==> config.mk <==
export PLATFORM = sky130hd
export DESIGN_NAME = kte_ctrl
export DESIGN_NICKNAME = d
export VERILOG_FILES = /design/src/rtl/kte_pkg.sv /design/src/rtl/kte_ctrl.sv
export SDC_FILE = /design/constraint.sdc
export NUM_CORES = 1
export LEC_CHECK = 0
export BUFFER_PORTS_ARGS = -buffer_cell sky130_fd_sc_hd__clkbuf_2
export CORE_AREA = 2 2 39 41
export CTS_CLUSTER_DIAMETER = 40
export DETAILED_ROUTE_END_ITERATION = 10
export DIE_AREA = 0 0 41 43
export SYNTH_ARGS = -nofsm -noshare
export SYNTH_HDL_FRONTEND = slang
export SYNTH_SLANG_ARGS = --single-unit
==> constraint.sdc <==
create_clock -name aclk -period 2.6 [get_ports aclk]
set_input_delay 0.26 -clock aclk [delete_from_list [all_inputs] [get_ports aclk]]
set_output_delay 0.26 -clock aclk [all_outputs]
set_load 0.02 [all_outputs]
==> src/rtl/kte_pkg.sv <==
package kte_pkg;

    localparam int FIELD_W         = 16;
    localparam int MAX_SYMBOL_BITS = 16;
    localparam int MAX_OUTPUT_BITS = 16;
    localparam int DEF_NUM_STATES      = 64;
    localparam int DEF_NUM_TRANSITIONS = 256;

    localparam int IN_TDATA_W  = 136;
    localparam int OUT_TDATA_W = 40;
    localparam int CFG_IDX_W   = 2;
    localparam int CFG_DATA_W  = 6;

    localparam logic [CFG_IDX_W-1:0] CFG_START_STATE  = 2'd0;
    localparam logic [CFG_IDX_W-1:0] CFG_INPUT_WIDTH  = 2'd1;
    localparam logic [CFG_IDX_W-1:0] CFG_OUTPUT_WIDTH = 2'd2;

    typedef enum logic [1:0] {
        CMD_WR_TRANS = 2'd0,
        CMD_WR_RANGE = 2'd1,
        CMD_RESTART  = 2'd2,
        CMD_STEP     = 2'd3
    } cmd_t;

    typedef enum logic [1:0] {
        ST_OK      = 2'd0,
        ST_NOMATCH = 2'd1,
        ST_HALTED  = 2'd2,
        ST_LOAD    = 2'd3
    } status_t;

    // first member sits in the top bits
    typedef struct packed {
        logic [2:0]  pad;
        logic [15:0] symbol_care;
        logic [15:0] symbol_value;
        logic [8:0]  range_count;
        logic [7:0]  range_start;
        logic [5:0]  load_next_state;
        logic [15:0] load_out_dash;
        logic [15:0] load_out_value;
        logic [15:0] pattern_care;
        logic [15:0] pattern_value;
        logic [5:0]  state_index;
        logic [7:0]  entry_index;
    } in_item_t;

    typedef struct packed {
        logic [1:0]  pad;
        logic [5:0]  state_after;
        logic [15:0] out_dash;
        logic [15:0] out_value;
    } out_item_t;

    typedef struct packed {
        logic capture;
        logic wr_trans;
        logic wr_range;
        logic restart;
        logic rd_range;
        logic scan_start;
        logic scan_next;
        logic take_match;
        logic no_match;
        logic halt_ign;
        logic out_load;
    } dp_cmd_t;

    typedef struct packed {
        cmd_t cmd;
        logic halted;
        logic range_empty;
        logic match;
        logic scan_end;
        logic out_free;
    } dp_stat_t;

    function automatic logic [FIELD_W-1:0] low_mask(input logic [4:0] w, input int limit);
        logic [FIELD_W-1:0] m;
        m = '0;
        for (int i = 0; i < FIELD_W; i++) begin
            m[i] = (i < int'(w)) && (i < limit);
        end
        return m;
    endfunction

endpackage

==> src/rtl/kte_ctrl.sv <==
module kte_ctrl (
    input  logic                aclk,
    input  logic                aresetn,
    input  logic                s_tvalid,
    output logic                s_tready,
    input  kte_pkg::dp_stat_t   stat,
    output kte_pkg::dp_cmd_t    cmd
);

    typedef enum logic [4:0] {
        S_IDLE   = 5'b00001,
        S_DECODE = 5'b00010,
        S_RANGE  = 5'b00100,
        S_SCAN   = 5'b01000,
        S_FINISH = 5'b10000
    } ctrl_state_t;

    ctrl_state_t state_reg, state_next;

    always_ff @(posedge aclk) begin
        if (!aresetn) begin
            state_reg <= S_IDLE;
        end else begin
            state_reg <= state_next;
        end
    end

    assign s_tready = (state_reg == S_IDLE);

    always_comb begin
        state_next = state_reg;
        cmd        = '0;
        unique case (state_reg)
            S_IDLE: begin
                if (s_tvalid) begin
                    cmd.capture = 1'b1;
                    state_next  = S_DECODE;
                end
            end
            S_DECODE: begin
                state_next = S_FINISH;
                unique case (stat.cmd)
                    kte_pkg::CMD_WR_TRANS: cmd.wr_trans = 1'b1;
                    kte_pkg::CMD_WR_RANGE: cmd.wr_range = 1'b1;
                    kte_pkg::CMD_RESTART:  cmd.restart  = 1'b1;
                    kte_pkg::CMD_STEP: begin
                        if (stat.halted) begin
                            cmd.halt_ign = 1'b1;
                        end else begin
                            cmd.rd_range = 1'b1;
                            state_next   = S_RANGE;
                        end
                    end
                    default: state_next = S_FINISH;
                endcase
            end
            S_RANGE: begin
                if (stat.range_empty) begin
                    cmd.no_match = 1'b1;
                    state_next   = S_FINISH;
                end else begin
                    cmd.scan_start = 1'b1;
                    state_next     = S_SCAN;
                end
            end
            S_SCAN: begin
                priority if (stat.match) begin
                    cmd.take_match = 1'b1;
                    state_next     = S_FINISH;
                end else if (stat.scan_end) begin
                    cmd.no_match = 1'b1;
                    state_next   = S_FINISH;
                end else begin
                    cmd.scan_next = 1'b1;
                end
            end
            S_FINISH: begin
                if (stat.out_free) begin
                    cmd.out_load = 1'b1;
                    state_next   = S_IDLE;
                end
            end
            default: state_next = S_IDLE;
        endcase
    end

endmodule

== Word level (Yosys, flattened, before mapping) ==
Cells that the tools add are included.
Storage, ports and cells
  flip-flop bits (word level): 5
  output and inout bits: 12
  logic and storage cells: 45
Cells by class
  eq/ne operators: 11
  mux-type cells: 31
  reductions and logical operators: 2
Operators with widths (number)
  5-bit two-way mux: 7
  5-bit case mux with 5 select lines: 1
  1-bit two-way mux: 20
  5-bit by 1-bit == test with 1-bit output (second input constant): 1
  5-bit by 2-bit == test with 1-bit output (second input constant): 1
  5-bit by 3-bit == test with 1-bit output (second input constant): 1
  5-bit by 4-bit == test with 1-bit output (second input constant): 1
  5-bit == test (second input constant): 1
  2-bit == test (second input constant): 2
  4-bit two-way mux: 1
  2-bit != test (second input constant): 2
  3-bit != test (second input constant): 1
  3-bit AND reduction: 1
  2-bit by 1-bit == test with 1-bit output (second input constant): 1
  2-bit zero test: 1
  2-bit two-way mux: 1
  1-bit case mux with 2 select lines: 1

== Longest topological paths before layout ==
  word-level depth: 3
  depth in mapped cells: 4
  mapped depth without buffers: 3

== Least setup slack after synthesis ==
Ideal clock, no wire load.
  kind: reg2out
  from: register state_reg[4]
  to: output cmd[5] (netlist name)
  arrival: 1.351 ns
  required time: 2.340 ns
  path slack: 0.989 ns
  stages on the path, launching flop included: 4
  cells stage by stage: dfxtp_1 or3_1 buf_2 nor4b_2
RTL lines
  start: declaration: RTL line kte_ctrl.sv:18  | ctrl_state_t state_reg, state_next;
  start signal: assignment: RTL line kte_ctrl.sv:24  | state_reg <= state_next;
  end: declaration: RTL line kte_ctrl.sv:7  | output kte_pkg::dp_cmd_t cmd

==> impl_metrics.ini <==
[power_and_ir_drop]
switching_share_pct = 29.3
p_comb_share_pct = 17.6
p_leak_nw = 0.230
irDropWorstVdd_uv = 202
p_sw_mw = 0.0635
power_density_nw_per_um2 = 402
pwr-share-clk_pct = 43.9
internal_power_mw = 0.153
power_frac_seq_pct = 38.5

[critical_path]
cp.arrival_ns = 1.67
crit_fanout = 8
critPathKind = flop to output port
start_kind = flop
critPathCaptureType = output port
cp-startpoint = state_reg[4]
rr_startpoint = state_reg[1]
required_ns = 2.34

[layout]
largest_reg_flops = 5
layout_commonest_cell = clkbuf_2
final_layout_size_suffix_gt1_share_pct = 36.6
final_nets = 82
layout_common_cells = 21 x clkbuf_2, 5 x nor2_1, 5 x dfxtp_1, 4 x nor3_1
area_growth_pct = 31.8
diodes = 0

[placed_design]
place_ws_ns = 0.935
place_congestion = 0.689
dp_hpwl_um = 764
io_buffers = 21

[timing]
finClkSkew_ns = 0.00906
slew_viol_final = 0
fmax_ghz = 0.519
finalSetupViolations = 0
min_period_over_period_pct = 74.1
fin_crit_ns = 1.93
timing.setup.tns_ns = 0
slew_headroom_pct = 75.2
hold_viol = 0
rsz0062_at_grt = false
worst_pin_slew_ns = 0.363
finalWorstSetupSlack_ns = 0.674

[detailed_routing]
postRouteAntennaNets = 0
routed_wl_um = 985
drc = 0
drt_iter0_markers = 8
wire_per_inst_um = 11.3
first_pass_iters = 3
vias_per_cell = 5.25
vias = 457

[die]
io-pin-count = 22
die-height_um = 43
die-area_um2 = 1760
fp-row-count = 14
core_area_um2 = 1380
die_w_um = 41
initial_core_util_pct = 29.6

[synthesis]
ys_ff_latch = 5
synthFlopType = dfxtp_1
synth_top_area_share_pct = 24.5
synth.top_cells.by_area = dfxtp_1 24%, nor4_4 5.2%, and4b_1 4.9%
synthesis.area_um2 = 409
synth-edff-count = 0
postSynthAreaPerCell_um2 = 8.35
async_flop_share_pct = 0
syn_inst = 49
synth.distinct_cells = 26
syn_nets = 59
ys_warn_count = 0
synth_area_leader_cell = dfxtp_1
seq_area_frac_synth_pct = 24.5

[clock_network]
cts.sinks = 5
insertion_delay_ns = 0.25
path_clk_slew_ns = 0.05
cts_buffers = 3
clk_path_buf_depth = 2
htreeDepth = 1
cts_hold_buf = 0
cts_root_buf = clkbuf_4
cts_resized = 0
post_cts_buffers = 0
tritoncts = done

[global_routing]
grt_pass1_wl_um = 1620
grt_pass1_vias = 429
track_usage_pct = 14.3
grt-ovfl-total = 0
antenna_found_initial = 0
grt_max_degree = 9

[hold_path]
hold_start = stat[4]
hold_class = primary input to flop

[outcome]
outcome = finished clean

[flow_run]
maxCapViolations = 0
-- path summary, 6_finish.rpt --
check                 endpoint  slack (ns)  cells past startpoint
setup / recovery        cmd[4]        0.67                      3
hold reg to reg   state_reg[4]        0.60                      2
setup reg to reg  state_reg[4]        1.13                      3
hold / removal    state_reg[2]        0.23                      2
-- worst max-delay path, cell delays in order (launching register included) --
cell	delay (ns)
dfxtp_1	0.36
or3_1	0.52
nor4_4	0.31
clkbuf_2	0.22
-- final cells by class --
type                       count  area (µm²)
fill                         155         845
multi-input combinational     38         277
timing repair buffer          21         105
sequential                     5         100
clock buffer                   4        26.3
tap                           16        20.0
inverter                       3        11.3
-- logic make-up after synthesis --
kind of cell	after synthesis	share of synthesized area [%]
compound gates	8	15.9
xor+xnor	1	2.14
buf+inv	6	7.95
flops	5	24.5
simple gates	29	49.5
-- cell usage after synthesis (2+ instances only) --
master and n:
nor3_1 4, or3_1 2, o21a_1 2, o41ai_1 2, nand4_1 2, buf_2 2, nand2_1 2, inv_1 3
dfxtp_1 5, nand3b_1 2, and4b_1 2, nor2_1 5, nor3b_1 2, nor4b_1 2
-- power by group through the flow --
stage	combinational (mW)	sequential, mW	clock [mW]
after floorplan	0.0216	0.0839	0
after global placement	0.0383	0.0848	0
after detailed placement	0.0384	0.0850	0
after CTS	0.0386	0.0835	0.0972
after global routing	0.0431	0.0840	0.104
final	0.0381	0.0835	0.0950
-- metal layers --
metal	track usage, %	share of wire [%]	vias up
met4	10.0	2.5	0
met5	0	0	-
li1	-	-	232
met2	22.8	45	19
met3	6.28	7.9	4
met1	13.8	44	202
-- metrics by stage --
step	instances	total power, mW	utilization, %	instance area (µm²)	hold WS [ns]
after global routing	87	0.231	39.0	539	0.231
after detailed placement	83	0.123	37.1	513	0.480
after CTS	87	0.219	39.0	539	0.222
after floorplan	49	0.105	-	409	0.326
final	87	0.217	39.0	539	0.230
after global placement	83	0.123	37.1	513	0.478
Note: power is estimated with default switching activity, not from simulation.
